--- config.mk ---
export PLATFORM = sky130hd
export DESIGN_NAME = multichannel_eq_ramp_scheduler
export DESIGN_NICKNAME = d
export VERILOG_FILES = /design/src/rtl/mers_pkg.sv /design/src/rtl/mers_ctrl.sv /design/src/rtl/mers_dp.sv /design/src/rtl/multichannel_eq_ramp_scheduler.sv
export SDC_FILE = /design/constraint.sdc
export NUM_CORES = 2
export LEC_CHECK = 0
export BUFFER_PORTS_ARGS = -buffer_cell sky130_fd_sc_hd__buf_2
export CAP_MARGIN = 20
export CELL_PAD_IN_SITES_DETAIL_PLACEMENT = 1
export CELL_PAD_IN_SITES_GLOBAL_PLACEMENT = 1
export CORE_MARGIN = 2
export CORE_UTILIZATION = 49
export DETAILED_ROUTE_END_ITERATION = 8
export PLACE_DENSITY_LB_ADDON = 0.1
export RECOVER_POWER = 100
export SETUP_SLACK_MARGIN = 0.4
export SLEW_MARGIN = 20
export SYNTH_ARGS = -nofsm -noshare
export SYNTH_HDL_FRONTEND = slang
export SYNTH_HIERARCHICAL = 1
export SYNTH_SLANG_ARGS = --single-unit
--- constraint.sdc ---
create_clock -name i_clk -period 15.35 [get_ports i_clk]
set_clock_uncertainty 0.2 [all_clocks]
set_input_delay 0.7675 -clock i_clk [delete_from_list [all_inputs] [get_ports i_clk]]
set_output_delay 0.7675 -clock i_clk [all_outputs]
set_load 0.01 [all_outputs]
--- src/rtl/mers_pkg.sv ---
package mers_pkg;

    localparam logic [1:0] FUNC_TICK   = 2'd0;
    localparam logic [1:0] FUNC_LOAD   = 2'd1;
    localparam logic [1:0] FUNC_START  = 2'd2;
    localparam logic [1:0] FUNC_CANCEL = 2'd3;

    localparam logic [1:0] KIND_PDN   = 2'd0;
    localparam logic [1:0] KIND_BOOT  = 2'd1;
    localparam logic [1:0] KIND_RAMP  = 2'd2;
    localparam logic [1:0] KIND_FINAL = 2'd3;

    // pass that the sequencer runs over the channel table
    localparam logic [1:0] MODE_START = 2'd0;
    localparam logic [1:0] MODE_STEP  = 2'd1;
    localparam logic [1:0] MODE_FINAL = 2'd2;

    localparam logic [15:0] BOOT_HOLD_RST = 16'd5000;

    typedef struct packed {
        logic        en;
        logic [4:0]  beq;
        logic [4:0]  req;
        logic [2:0]  bfg;
        logic [2:0]  rfg;
        logic [2:0]  bbias;
        logic [2:0]  rbias;
        logic [15:0] step;
        logic [15:0] delay;
    } t_chan;

    typedef struct packed {
        logic [3:0] ch;
        logic [1:0] kind;
        logic [7:0] eqc;
        logic [6:0] pg;
        logic [2:0] bias;
    } t_res;

    typedef struct packed {
        logic       load;
        logic       cancel;
        logic       tick;
        logic       advance;
        logic       flush;
        logic [1:0] mode;
    } t_cmd;

    typedef struct packed {
        logic ramp_busy;
        logic emit;
        logic hold_valid;
        logic out_free;
    } t_sts;

    // level number to position in the level sequence, unknown levels go to 0
    function automatic logic [4:0] seq_idx(input logic [4:0] level);
        logic [4:0] idx;
        if (level <= 5'd2) begin
            idx = level;
        end else if (level inside {[5'd5:5'd19]}) begin
            idx = level - 5'd2;
        end else begin
            idx = 5'd0;
        end
        return idx;
    endfunction

    // {bypass, stage1, stage2}
    function automatic logic [7:0] seq_ctrl(input logic [4:0] idx);
        logic [7:0] c;
        case (idx)
            5'd0:    c = {1'b1, 4'd0,  3'd0};
            5'd1:    c = {1'b1, 4'd1,  3'd0};
            5'd2:    c = {1'b1, 4'd3,  3'd0};
            5'd3:    c = {1'b0, 4'd0,  3'd0};
            5'd4:    c = {1'b0, 4'd1,  3'd0};
            5'd5:    c = {1'b0, 4'd2,  3'd0};
            5'd6:    c = {1'b0, 4'd3,  3'd0};
            5'd7:    c = {1'b0, 4'd4,  3'd0};
            5'd8:    c = {1'b0, 4'd5,  3'd1};
            5'd9:    c = {1'b0, 4'd6,  3'd1};
            5'd10:   c = {1'b0, 4'd8,  3'd1};
            5'd11:   c = {1'b0, 4'd10, 3'd1};
            5'd12:   c = {1'b0, 4'd10, 3'd2};
            5'd13:   c = {1'b0, 4'd11, 3'd3};
            5'd14:   c = {1'b0, 4'd12, 3'd4};
            5'd15:   c = {1'b0, 4'd13, 3'd5};
            5'd16:   c = {1'b0, 4'd14, 3'd6};
            5'd17:   c = {1'b0, 4'd15, 3'd7};
            default: c = 8'd0;
        endcase
        return c;
    endfunction

    // profile field in bits 6:3
    function automatic logic [6:0] seq_prof(input logic [4:0] idx);
        logic [3:0] p;
        if (idx <= 5'd2) begin
            p = 4'd0;
        end else if (idx inside {[5'd3:5'd5]}) begin
            p = 4'd1;
        end else if (idx inside {[5'd6:5'd7]}) begin
            p = 4'd3;
        end else if (idx inside {[5'd8:5'd11]}) begin
            p = 4'd7;
        end else begin
            p = 4'd15;
        end
        return {p, 3'b000};
    endfunction

    // move n codes from 'from' toward 'to', stopping at 'to'
    function automatic logic [4:0] walk_to(input logic [4:0] from, input logic [4:0] to,
                                           input logic [5:0] n);
        logic [6:0] up;
        logic [4:0] gap;
        logic [4:0] w;
        up  = {2'b00, from} + {1'b0, n};
        gap = from - to;
        if (to >= from) begin
            w = (up > {2'b00, to}) ? to : up[4:0];
        end else begin
            w = ({1'b0, gap} <= n) ? to : (from - n[4:0]);
        end
        return w;
    endfunction

    function automatic logic [4:0] code_gap(input logic [4:0] a, input logic [4:0] b);
        return (a > b) ? (a - b) : (b - a);
    endfunction

endpackage

--- src/rtl/mers_ctrl.sv ---
module mers_ctrl
    import mers_pkg::*;
#(
    parameter int NUM_CHANNELS = 16
) (
    input  logic                       i_clk,
    input  logic                       i_rst_n,
    input  logic                       i_valid,
    input  logic [1:0]                 i_func,
    output logic                       o_ready,
    input  t_sts                       i_sts,
    output t_cmd                       o_cmd,
    output logic [((NUM_CHANNELS > 1) ? $clog2(NUM_CHANNELS) : 1)-1:0] o_idx
);

    localparam int IDX_W = (NUM_CHANNELS > 1) ? $clog2(NUM_CHANNELS) : 1;
    localparam logic [IDX_W-1:0] LAST = IDX_W'(NUM_CHANNELS - 1);

    localparam logic [1:0] ST_IDLE  = 2'd0;
    localparam logic [1:0] ST_SCAN  = 2'd1;
    localparam logic [1:0] ST_FLUSH = 2'd2;

    logic [1:0]       r_state, n_state;
    logic [IDX_W-1:0] r_idx, n_idx;
    logic [1:0]       r_mode, n_mode;
    logic             r_running, n_running;
    logic             acc;
    logic             stall;

    assign acc     = i_valid && (r_state == ST_IDLE);
    assign o_ready = (r_state == ST_IDLE);
    assign o_idx   = r_idx;
    // a new result needs the held one to move out first
    assign stall   = i_sts.emit && i_sts.hold_valid && !i_sts.out_free;

    always_comb begin
        n_state   = r_state;
        n_idx     = r_idx;
        n_mode    = r_mode;
        n_running = r_running;
        o_cmd     = '0;
        o_cmd.mode = r_mode;
        case (r_state)
            ST_IDLE: begin
                if (acc) begin
                    case (i_func)
                        FUNC_LOAD: begin
                            o_cmd.load = 1'b1;
                        end
                        FUNC_CANCEL: begin
                            o_cmd.cancel = 1'b1;
                            n_running    = 1'b0;
                        end
                        FUNC_START: begin
                            n_mode    = MODE_START;
                            n_running = 1'b1;
                            n_idx     = '0;
                            n_state   = ST_SCAN;
                        end
                        FUNC_TICK: begin
                            o_cmd.tick = 1'b1;
                            if (r_running) begin
                                n_idx   = '0;
                                n_state = ST_SCAN;
                                if (i_sts.ramp_busy) begin
                                    n_mode = MODE_STEP;
                                end else begin
                                    n_mode    = MODE_FINAL;
                                    n_running = 1'b0;
                                end
                            end
                        end
                        default: begin
                        end
                    endcase
                end
            end
            ST_SCAN: begin
                if (!stall) begin
                    o_cmd.advance = 1'b1;
                    if (r_idx == LAST) begin
                        n_state = ST_FLUSH;
                    end else begin
                        n_idx = r_idx + 1'b1;
                    end
                end
            end
            ST_FLUSH: begin
                if (!i_sts.hold_valid) begin
                    n_state = ST_IDLE;
                end else if (i_sts.out_free) begin
                    o_cmd.flush = 1'b1;
                    n_state     = ST_IDLE;
                end
            end
            default: begin
                n_state = ST_IDLE;
            end
        endcase
    end

    always_ff @(posedge i_clk) begin
        if (!i_rst_n) begin
            r_state   <= ST_IDLE;
            r_idx     <= '0;
            r_mode    <= MODE_START;
            r_running <= 1'b0;
        end else begin
            r_state   <= n_state;
            r_idx     <= n_idx;
            r_mode    <= n_mode;
            r_running <= n_running;
        end
    end

`ifndef SYNTHESIS
    a_idx_range: assert property (@(posedge i_clk) disable iff (!i_rst_n)
        (r_state == ST_SCAN) |-> (r_idx <= LAST))
        else $error("channel index beyond table");

    a_start_scan: assert property (@(posedge i_clk) disable iff (!i_rst_n)
        (acc && (i_func == FUNC_START)) |=>
            ((r_state == ST_SCAN) && (r_idx == '0) && (r_mode == MODE_START) && r_running))
        else $error("start request did not begin a scan");

    a_flush_idle: assert property (@(posedge i_clk) disable iff (!i_rst_n)
        o_cmd.flush |=> (r_state == ST_IDLE))
        else $error("flush did not return to idle");
`endif

endmodule

--- src/rtl/mers_dp.sv ---
module mers_dp
    import mers_pkg::*;
#(
    parameter int NUM_CHANNELS = 16
) (
    input  logic        i_clk,
    input  logic        i_rst_n,
    input  t_cmd        i_cmd,
    input  logic [((NUM_CHANNELS > 1) ? $clog2(NUM_CHANNELS) : 1)-1:0] i_idx,
    input  logic [3:0]  i_channel,
    input  logic        i_enabled,
    input  logic [4:0]  i_boot_eq_level,
    input  logic [4:0]  i_run_eq_level,
    input  logic [2:0]  i_boot_flat_gain,
    input  logic [2:0]  i_run_flat_gain,
    input  logic [2:0]  i_boot_bias,
    input  logic [2:0]  i_run_bias,
    input  logic [15:0] i_step_ms,
    input  logic [15:0] i_delay_ms,
    input  logic        i_cfg_we,
    input  logic [15:0] i_cfg_wdata,
    output t_sts        o_sts,
    output logic        o_valid,
    input  logic        i_ready,
    output logic [3:0]  o_channel_out,
    output logic [1:0]  o_kind,
    output logic [7:0]  o_eq_control,
    output logic [6:0]  o_eq_profile_gain,
    output logic [2:0]  o_bias_code,
    output logic        o_last
);

    localparam int IDX_W = (NUM_CHANNELS > 1) ? $clog2(NUM_CHANNELS) : 1;

    t_chan       r_tab  [NUM_CHANNELS];
    logic [5:0]  r_step [NUM_CHANNELS];
    logic [31:0] r_dl   [NUM_CHANNELS];
    logic [31:0] r_time;
    logic [15:0] r_hold_ms;

    t_res        r_hold;
    logic        r_hold_valid;
    t_res        r_out;
    logic        r_out_valid;
    logic        r_out_last;

    t_chan       c;
    logic [5:0]  s;
    logic [31:0] dl;
    logic [4:0]  bi, ri;
    logic [4:0]  maxd, d_eq, d_fg, d_bias;
    logic [31:0] since;
    logic        due;
    logic        done;
    logic [31:0] arm;
    logic [4:0]  eqi;
    logic [2:0]  fg, bias;
    t_res        res;
    logic        emit;
    logic        any;
    logic        out_free;
    logic        load_ok;

    assign c  = r_tab[i_idx];
    assign s  = r_step[i_idx];
    assign dl = r_dl[i_idx];
    assign bi = seq_idx(c.beq);
    assign ri = seq_idx(c.req);

    assign d_eq   = code_gap(ri, bi);
    assign d_fg   = code_gap({2'b00, c.rfg}, {2'b00, c.bfg});
    assign d_bias = code_gap({2'b00, c.rbias}, {2'b00, c.bbias});

    always_comb begin
        maxd = d_eq;
        if (d_fg > maxd) maxd = d_fg;
        if (d_bias > maxd) maxd = d_bias;
    end

    // due once time_now has reached the deadline, modulo 2^32
    assign since = r_time - dl;
    assign due   = !since[31];
    assign done  = (s >= {1'b0, maxd});
    assign arm   = r_time + {16'd0, r_hold_ms} + {16'd0, c.delay} + {16'd0, c.step};

    always_comb begin
        res      = '0;
        res.ch   = 4'(i_idx);
        emit     = 1'b0;
        eqi      = bi;
        fg       = c.bfg;
        bias     = c.bbias;
        res.kind = KIND_PDN;
        case (i_cmd.mode)
            MODE_START: begin
                emit     = 1'b1;
                res.kind = c.en ? KIND_BOOT : KIND_PDN;
            end
            MODE_STEP: begin
                emit     = (s != 6'd0) && due;
                res.kind = KIND_RAMP;
                eqi      = walk_to(bi, ri, s);
                fg       = 3'(walk_to({2'b00, c.bfg}, {2'b00, c.rfg}, s));
                bias     = 3'(walk_to({2'b00, c.bbias}, {2'b00, c.rbias}, s));
            end
            MODE_FINAL: begin
                emit     = c.en;
                res.kind = KIND_FINAL;
                eqi      = ri;
                fg       = c.rfg;
                bias     = c.rbias;
            end
            default: begin
                emit = 1'b0;
            end
        endcase
        // power-down results carry zero settings
        if (res.kind != KIND_PDN) begin
            res.eqc  = seq_ctrl(eqi);
            res.pg   = seq_prof(eqi) | {4'd0, fg};
            res.bias = bias;
        end
    end

    always_comb begin
        any = 1'b0;
        for (int k = 0; k < NUM_CHANNELS; k++) begin
            any = any | (r_step[k] != 6'd0);
        end
    end

    assign out_free = !r_out_valid || i_ready;
    assign load_ok  = i_cmd.load && ({1'b0, i_channel} < 5'(NUM_CHANNELS));

    assign o_sts.ramp_busy  = any;
    assign o_sts.emit       = emit;
    assign o_sts.hold_valid = r_hold_valid;
    assign o_sts.out_free   = out_free;

    // channel table, only the enable bit needs a reset value
    always_ff @(posedge i_clk) begin
        if (load_ok) begin
            r_tab[i_channel[IDX_W-1:0]] <= '{en: i_enabled, beq: i_boot_eq_level,
                req: i_run_eq_level, bfg: i_boot_flat_gain, rfg: i_run_flat_gain,
                bbias: i_boot_bias, rbias: i_run_bias, step: i_step_ms,
                delay: i_delay_ms};
        end
        if (!i_rst_n) begin
            for (int k = 0; k < NUM_CHANNELS; k++) begin
                r_tab[k].en <= 1'b0;
            end
        end
    end

    always_ff @(posedge i_clk) begin
        if (!i_rst_n) begin
            for (int k = 0; k < NUM_CHANNELS; k++) begin
                r_step[k] <= 6'd0;
            end
        end else if (i_cmd.cancel) begin
            for (int k = 0; k < NUM_CHANNELS; k++) begin
                r_step[k] <= 6'd0;
            end
        end else if (i_cmd.advance) begin
            if (i_cmd.mode == MODE_START) begin
                r_step[i_idx] <= c.en ? 6'd1 : 6'd0;
            end else if ((i_cmd.mode == MODE_STEP) && emit) begin
                r_step[i_idx] <= done ? 6'd0 : (s + 6'd1);
            end
        end
    end

    always_ff @(posedge i_clk) begin
        if (i_cmd.advance) begin
            if ((i_cmd.mode == MODE_START) && c.en) begin
                r_dl[i_idx] <= arm;
            end else if ((i_cmd.mode == MODE_STEP) && emit && !done) begin
                r_dl[i_idx] <= dl + {16'd0, c.step};
            end
        end
    end

    always_ff @(posedge i_clk) begin
        if (!i_rst_n) begin
            r_time    <= 32'd0;
            r_hold_ms <= BOOT_HOLD_RST;
        end else begin
            if (i_cmd.tick) begin
                r_time <= r_time + 32'd1;
            end
            if (i_cfg_we) begin
                r_hold_ms <= i_cfg_wdata;
            end
        end
    end

    // one result is held back so the last one of a request can be marked
    always_ff @(posedge i_clk) begin
        if (!i_rst_n) begin
            r_hold_valid <= 1'b0;
            r_out_valid  <= 1'b0;
        end else begin
            if (i_cmd.advance && emit) begin
                r_hold_valid <= 1'b1;
                if (r_hold_valid) begin
                    r_out_valid <= 1'b1;
                end else if (i_ready) begin
                    r_out_valid <= 1'b0;
                end
            end else if (i_cmd.flush) begin
                r_hold_valid <= 1'b0;
                r_out_valid  <= 1'b1;
            end else if (i_ready) begin
                r_out_valid <= 1'b0;
            end
        end
    end

    always_ff @(posedge i_clk) begin
        if (i_cmd.advance && emit) begin
            r_hold <= res;
            if (r_hold_valid) begin
                r_out      <= r_hold;
                r_out_last <= 1'b0;
            end
        end else if (i_cmd.flush) begin
            r_out      <= r_hold;
            r_out_last <= 1'b1;
        end
    end

    assign o_valid           = r_out_valid;
    assign o_channel_out     = r_out.ch;
    assign o_kind            = r_out.kind;
    assign o_eq_control      = r_out.eqc;
    assign o_eq_profile_gain = r_out.pg;
    assign o_bias_code       = r_out.bias;
    assign o_last            = r_out_last;

`ifndef SYNTHESIS
    a_no_overwrite: assert property (@(posedge i_clk) disable iff (!i_rst_n)
        (i_cmd.advance && emit && r_hold_valid) |-> out_free)
        else $error("held result pushed into a busy output register");

    a_flush_last: assert property (@(posedge i_clk) disable iff (!i_rst_n)
        i_cmd.flush |=> (!r_hold_valid && r_out_valid && r_out_last))
        else $error("flush did not present the final result");

    a_cancel_idle: assert property (@(posedge i_clk) disable iff (!i_rst_n)
        i_cmd.cancel |=> !any)
        else $error("cancel left a channel ramping");
`endif

endmodule

--- src/rtl/multichannel_eq_ramp_scheduler.sv ---
// channel   direction  handshake             payload
// request   in         i_valid / o_ready     i_func, i_channel, descriptor fields
// result    out        o_valid / i_ready     o_channel_out .. o_bias_code, o_last
// config    in         i_cfg_we              i_cfg_wdata (boot hold in ms)
//
// load, cancel and an idle tick leave the block idle; start and a tick while ramping
// walk the channel table one entry per cycle while the walk is not stalled
// an entry with a result stalls the walk while the held result waits on a full output
// synchronous active-low reset clears the enables, ramp counters and clock
// one held result plus the output register sit between the walk and i_ready
module multichannel_eq_ramp_scheduler
    import mers_pkg::*;
#(
    parameter int NUM_CHANNELS = 16
) (
    input  logic        i_clk,
    input  logic        i_rst_n,
    input  logic        i_valid,
    output logic        o_ready,
    input  logic [1:0]  i_func,
    input  logic [3:0]  i_channel,
    input  logic        i_enabled,
    input  logic [4:0]  i_boot_eq_level,
    input  logic [4:0]  i_run_eq_level,
    input  logic [2:0]  i_boot_flat_gain,
    input  logic [2:0]  i_run_flat_gain,
    input  logic [2:0]  i_boot_bias,
    input  logic [2:0]  i_run_bias,
    input  logic [15:0] i_step_ms,
    input  logic [15:0] i_delay_ms,
    input  logic        i_cfg_we,
    input  logic [15:0] i_cfg_wdata,
    output logic        o_valid,
    input  logic        i_ready,
    output logic [3:0]  o_channel_out,
    output logic [1:0]  o_kind,
    output logic [7:0]  o_eq_control,
    output logic [6:0]  o_eq_profile_gain,
    output logic [2:0]  o_bias_code,
    output logic        o_last
);

    localparam int IDX_W = (NUM_CHANNELS > 1) ? $clog2(NUM_CHANNELS) : 1;

    t_cmd             cmd;
    t_sts             sts;
    logic [IDX_W-1:0] idx;

    mers_ctrl #(
        .NUM_CHANNELS(NUM_CHANNELS)
    ) u_ctrl (
        .i_clk   (i_clk),
        .i_rst_n (i_rst_n),
        .i_valid (i_valid),
        .i_func  (i_func),
        .o_ready (o_ready),
        .i_sts   (sts),
        .o_cmd   (cmd),
        .o_idx   (idx)
    );

    mers_dp #(
        .NUM_CHANNELS(NUM_CHANNELS)
    ) u_dp (
        .i_clk             (i_clk),
        .i_rst_n           (i_rst_n),
        .i_cmd             (cmd),
        .i_idx             (idx),
        .i_channel         (i_channel),
        .i_enabled         (i_enabled),
        .i_boot_eq_level   (i_boot_eq_level),
        .i_run_eq_level    (i_run_eq_level),
        .i_boot_flat_gain  (i_boot_flat_gain),
        .i_run_flat_gain   (i_run_flat_gain),
        .i_boot_bias       (i_boot_bias),
        .i_run_bias        (i_run_bias),
        .i_step_ms         (i_step_ms),
        .i_delay_ms        (i_delay_ms),
        .i_cfg_we          (i_cfg_we),
        .i_cfg_wdata       (i_cfg_wdata),
        .o_sts             (sts),
        .o_valid           (o_valid),
        .i_ready           (i_ready),
        .o_channel_out     (o_channel_out),
        .o_kind            (o_kind),
        .o_eq_control      (o_eq_control),
        .o_eq_profile_gain (o_eq_profile_gain),
        .o_bias_code       (o_bias_code),
        .o_last            (o_last)
    );

endmodule
# Word-level counts from Yosys, hierarchy flattened
# Memory sizes are Yosys's and may differ from the RTL's. A register that Yosys moved wholly into a read port is not among the register bits.
# Cells that the tools add are included.
op_classes:
  n_mux: 124
  n_eq_ne: 17
  n_reduce_logical: 50
  bitwise: 34
  add_sub_neg: 22
  n_lt_le_gt_ge: 28
ops:
  columns: ["op", "count"]
  rows:
  - ["$add A32 B16 Y32", 4]
  - ["$mux W6", 19]
  - ["$reduce_bool A6 Y1", 17]
  - ["$mux W24", 3]
  - ["$mux W4", 16]
  - ["$mux W5", 12]
  - ["$mux W1", 46]
  - ["$or A1 B1 Y1", 33]
  - ["$add A32 B1 Y32 const B", 1]
  - ["$mux W32", 1]
  - ["$sub A32 B32 Y32", 1]
  - ["$mux W3", 8]
  - ["$le A5 B6 Y1", 3]
  - ["$mux W2", 8]
  - ["$pmux W4 S2", 2]
  - ["$sub A3 B3 Y4", 4]
  - ["$ge A5 B3 Y1 const B", 3]
  - ["$gt A5 B5 Y1", 3]
  - ["$le A5 B2 Y1 const B", 3]
  - ["$sub A5 B5 Y5", 3]
  - ["$add A3 B6 Y7", 2]
  - ["$gt A7 B3 Y1", 2]
  - ["$logic_and A1 B1 Y1", 13]
  - ["$pmux W2 S3", 2]
  - ["other kinds (38)", 66]
totals:
  memories: 4
  ff_bits: 100
  rom_bits: 256
  mem_bits_rw: 1488
  word_cells: 297
  output_inout_bits: 27
  inputBits: 82
mem_list:
  columns: ["memory", "words", "word_bits", "rd", "rd_clocked_by_memory_dff", "write_ports", "line", "text"]
  rows:
  - ["u_dp.r_tab", 16, 55, 1, 1, 17, "mers_dp.sv:35", "t_chan r_tab [NUM_CHANNELS];"]
  - ["u_dp.r_dl", 16, 32, 1, 1, 1, "mers_dp.sv:37", "logic [31:0] r_dl [NUM_CHANNELS];"]
  - ["(no name shown)", 32, 8, 1, 1, 0, "mers_pkg.sv:72", "case (idx)"]
  - ["u_dp.r_step", 16, 6, 17, 1, 16, "mers_dp.sv:36", "logic [5:0] r_step [NUM_CHANNELS];"]

# Logic depth before layout (Yosys ltp)
# An unclocked memory read counts as a cell.
logic_depth:
  word_depth: 20
  ltp_mapped: 50
  depth_no_buf: 45

# By module
# The synthesis kept the hierarchy.
by_module_without_submodules:
  columns: ["mod", "instances", "cells_each", "area_each_um2", "seq_area_each_um2"]
  rows:
  - ["mers_dp", 1, 3733, 68879.8, 46995.1]
  - ["mers_ctrl", 1, 67, 546.8, 180.2]

# Least setup slack after synthesis
# OpenSTA, ideal clock, no wires.
synth_path:
  kind: "register -> register"
  from: "register u_ctrl.r_idx[0], in the netlist u_ctrl/o_idx[0]"
  to: "memory u_dp.r_dl[4][0], enable pin"
  period_less_slack_ps: 12080
  required_time_ps: 14689
  arrival_ps: 11419
  slack_ps: 3270
  setup_time_ps: 461
  stages_incl_launch_ff: 45
  n_path_buf: 9
  cell_sequence: "dfxtp_1 > buf_6 > buf_6 > buf_6 > buf_4 > buf_4 > buf_4 > buf_4 > buf_4 > buf_4 > mux4_2 > mux2_2 > o21ai_0 > ha_1 > inv_1 > fa_1 > fa_1 > nand2_1 > [... 9 more ...] > nor2b_1 > o21a_1 > o21ai_0 > nand2b_1 > a21oi_1 > a31oi_1 > mux2_2 > ha_1 > nand2b_1 > a21o_1 > a21o_1 > a21oi_1 > nor2b_1 > nor3_1 > nand4_1 > nor2_1 > o21ai_0 > nor3_1"
synth_lines:
  columns: ["item", "line", "text"]
  rows:
  - ["from (decl)", "mers_ctrl.sv:24", "logic [IDX_W-1:0] r_idx, n_idx;"]
  - ["from (signal assigned)", "mers_ctrl.sv:110", "r_idx <= n_idx;"]
  - ["to (decl)", "mers_dp.sv:37", null]
# No word-level cell before the write port.

# Worst setup path after layout
layout_path:
  from: "register u_ctrl.r_idx[0], in the netlist u_ctrl/o_idx[0]"
  to: "memory u_dp.r_dl[2][12], enable pin"
# No word-level cell before the write port.

==> metrics.txt <==
TritonCTS clock tree=built; worst slack, placed=2.45 ns; RSZ-0062 raised after global routing=no; YS warnings=6; Finished Cell Area=77600 sq um; Reg2Reg Launch Point=u_ctrl/o_idx[0]; DIE AREA=145000 sq um; Fin Setup TNS=0 ns; die width=380 um; WL/cell=29.0 um; clock sink count=1596; Reg clk slew, reported paths=0.06 ns; number of global-route vias before repair=38400; CTS root buf=clkbuf_16; peak supply drop=0.0000903 V; EDFF count, synth=1521; crit path launch=u_ctrl/o_idx[0]; drt first-iter violations=2612; CP max stage delay=2.27 ns; worst-path fanout max=40; Mapped Avg Cell Area=18.3 sq um; Post-Syn Nets=4099; post-synth cell types=98; Slew Limit Fails=1010; routed wire length=175000 um; Post-DP Area=72500 sq um; Synth Register Bits=1596; Critical-path top delay cell=clkbuf_1; Initial Utilization=0.492; final worst-path cycle share=0.880; Hold Crit Class=primary input to register; CTS Buf Count=167; layout cells sized above 1=0.202; Req. time, crit path=15.56 ns; Final Critical Period=13.51 ns; relative slew slack=-2.11; failing checks=capacitance limit, slew limit; ys flop type=edfxtp_1; drt pass-1 iters=5; # nets final=4313; worst setup margin=1.84 ns; Max Root-Sink Buffers=3; Worst Path Arrival=13.72 ns; total grt overflow=0; most common cell after layout, fill and taps aside=edfxtp_1; worst slew pin tran=4.67 ns; cell count after synthesis=3800; via count=36200; gpl congestion=0.851; Boundary Pins=109; CTS Hold Buffers Added=9; Setup violations, final=0; die height=380 um; vias per inst=5.99; antenna viol nets, final=0; PortBufs=108; status=complete, but fails checks; most frequent cells in the layout=1521 x edfxtp_1, 445 x mux4_2, 206 x nor2_1; Mapped Area=69400 sq um; GRT Util Overall=0.245; FP Rows=138; DRC viols=0; PwrDens=122 nW/um^2; asr flop ratio synth=0; Core ar.=141000 sq um; pin count of the biggest net entering global routing=90; first-pass GRT wire length=260000 um; WS Path Type=register to register; initial antenna violation count=17; post-detail-place hpwl=106000 um; clock latency on the worst-skew pair=0.80 ns; Final Hold Viols=0; critical path endpoint category=register; Area Growth Syn to Fin=11.7%; Post-CTS Setup Inserts=0; Resize count post-CTS=0; Hold Crit Start=i_cfg_wdata[4]; # Max-Cap Violations=31; Leakage=0.0242 uW; highest clock rate=74.0 MHz; H-tree depth=4; sequential cell area fraction in the yosys report=0.679; crit start category=register
[cell usage after synthesis, types with 10 or more instances]
library cell  number  area [sq um]
a211o_1           10          87.6
a211oi_1          15           113
a21boi_0          25           188
a21o_1            27           203
a21oi_1           82           410
a31oi_1           11          68.8
and2_1            35           219
and3_1            13          81.3
buf_2             57           285
buf_4             23           173
buf_6             10           113
clkbuf_1          60           225
dfxtp_1           75          1500
edfxtp_1        1521         45700
fa_1              47           941
ha_1             170          2130
inv_1            118           443
mux2_2            19           214
mux2i_1           61           611
mux4_2           445         10000
nand2_1          145           544
nand2b_1          24           150
nand3_1           52           260
nand4_1           24           150
nor2_1           220           826
nor2b_1           46           288
nor3_1            42           210
nor4_1            41           257
o21a_1            15           113
o21ai_0           85           425
o31ai_1           14           105
or3_1             18           113
xnor2_1           77           674
xor2_1            20           175
[final timing paths]
path	end	slack, ns	depth (start not counted)
setup / recovery	u_dp/r_dl[2][12]	1.84	31
hold / removal	u_dp/r_hold_ms[4]	0.06	3
setup reg to reg	u_dp/r_dl[2][12]	1.84	31
hold reg to reg	u_dp/o_eq_control[0]	0.22	0
[final cells by class]
| cell class | instances | area [sq um] |
|---|---|---|
| Antenna cell | 6 | 15.0 |
| Clock inverter | 90 | 948 |
| Inverter | 124 | 465 |
| Timing Repair Buffer | 201 | 1040 |
| Sequential cell | 1596 | 47200 |
| Multi-Input combinational cell | 1924 | 21100 |
| Fill cell | 12700 | 63500 |
| Clock buffer | 209 | 4450 |
| Tap cell | 1890 | 2360 |
[state kept, by name, summed over array words and instances, names as in the netlist, 2 cells and up]
name / cells
u_ctrl/r_state: 2
u_dp/o_eq_profile_gain: 7
u_dp/r_tab: 880
u_dp/o_channel_out: 4
u_dp/o_bias_code: 3
u_dp/r_dl: 512
u_ctrl/o_idx: 4
u_dp/o_kind: 2
u_ctrl/r_mode: 2
u_dp/r_hold: 24
u_dp/r_step: 96
u_dp/o_eq_control: 8
u_dp/r_time: 32
u_dp/r_hold_ms: 16
[report_power, final]
part	switching [uW]	internal [uW]	total, uW	leakage, uW
registers	22.1	4860	4880	0.0141
logic	393	216	609	0.00750
clock network	1700	2260	3950	0.00260
total	2110	7330	9440	0.0242
[cells by family after synthesis]
logic type	count (synthesis)	share of synthesized area
mux	528	0.157
xor+xnor	97	0.0122
compound gates	372	0.0373
fa+ha+maj	217	0.0442
buf+inv	280	0.0185
flops	1596	0.679
simple gates	710	0.0509
[per-layer routing]
layer,up-vias,share of wire,global-route usage
li1,15700,-,-
met1,19200,0.43,0.343
met2,942,0.48,0.395
met3,284,0.053,0.0461
met4,22,0.028,0.0732
met5,-,0.00071,0
[critical path, delay by kind of cell, from the launching register on]
kind                     cells  cell delay, ns
AO/OA/AOI/OAI                9            2.48
adder cells (fa/ha/maj)      5            1.78
buffers and inverters        4            3.72
flip-flops                   1            0.82
multiplexers                 4            1.80
AND/OR/NAND/NOR              9            2.30
[metrics by stage]
| step | hold WS, ns | power, uW | cells | util |
|---|---|---|---|---|
| floorplan | 0.200 | 5360 | 3800 | - |
| global placement | 0.203 | 5580 | 5725 | 0.514 |
| detailed placement | 0.206 | 5590 | 5726 | 0.514 |
| CTS | 0.00212 | 9540 | 6034 | 0.552 |
| global route | 0.0301 | 9750 | 6035 | 0.550 |
| finish | 0.0588 | 9440 | 6040 | 0.550 |
(Power assumes the default switching activity.)
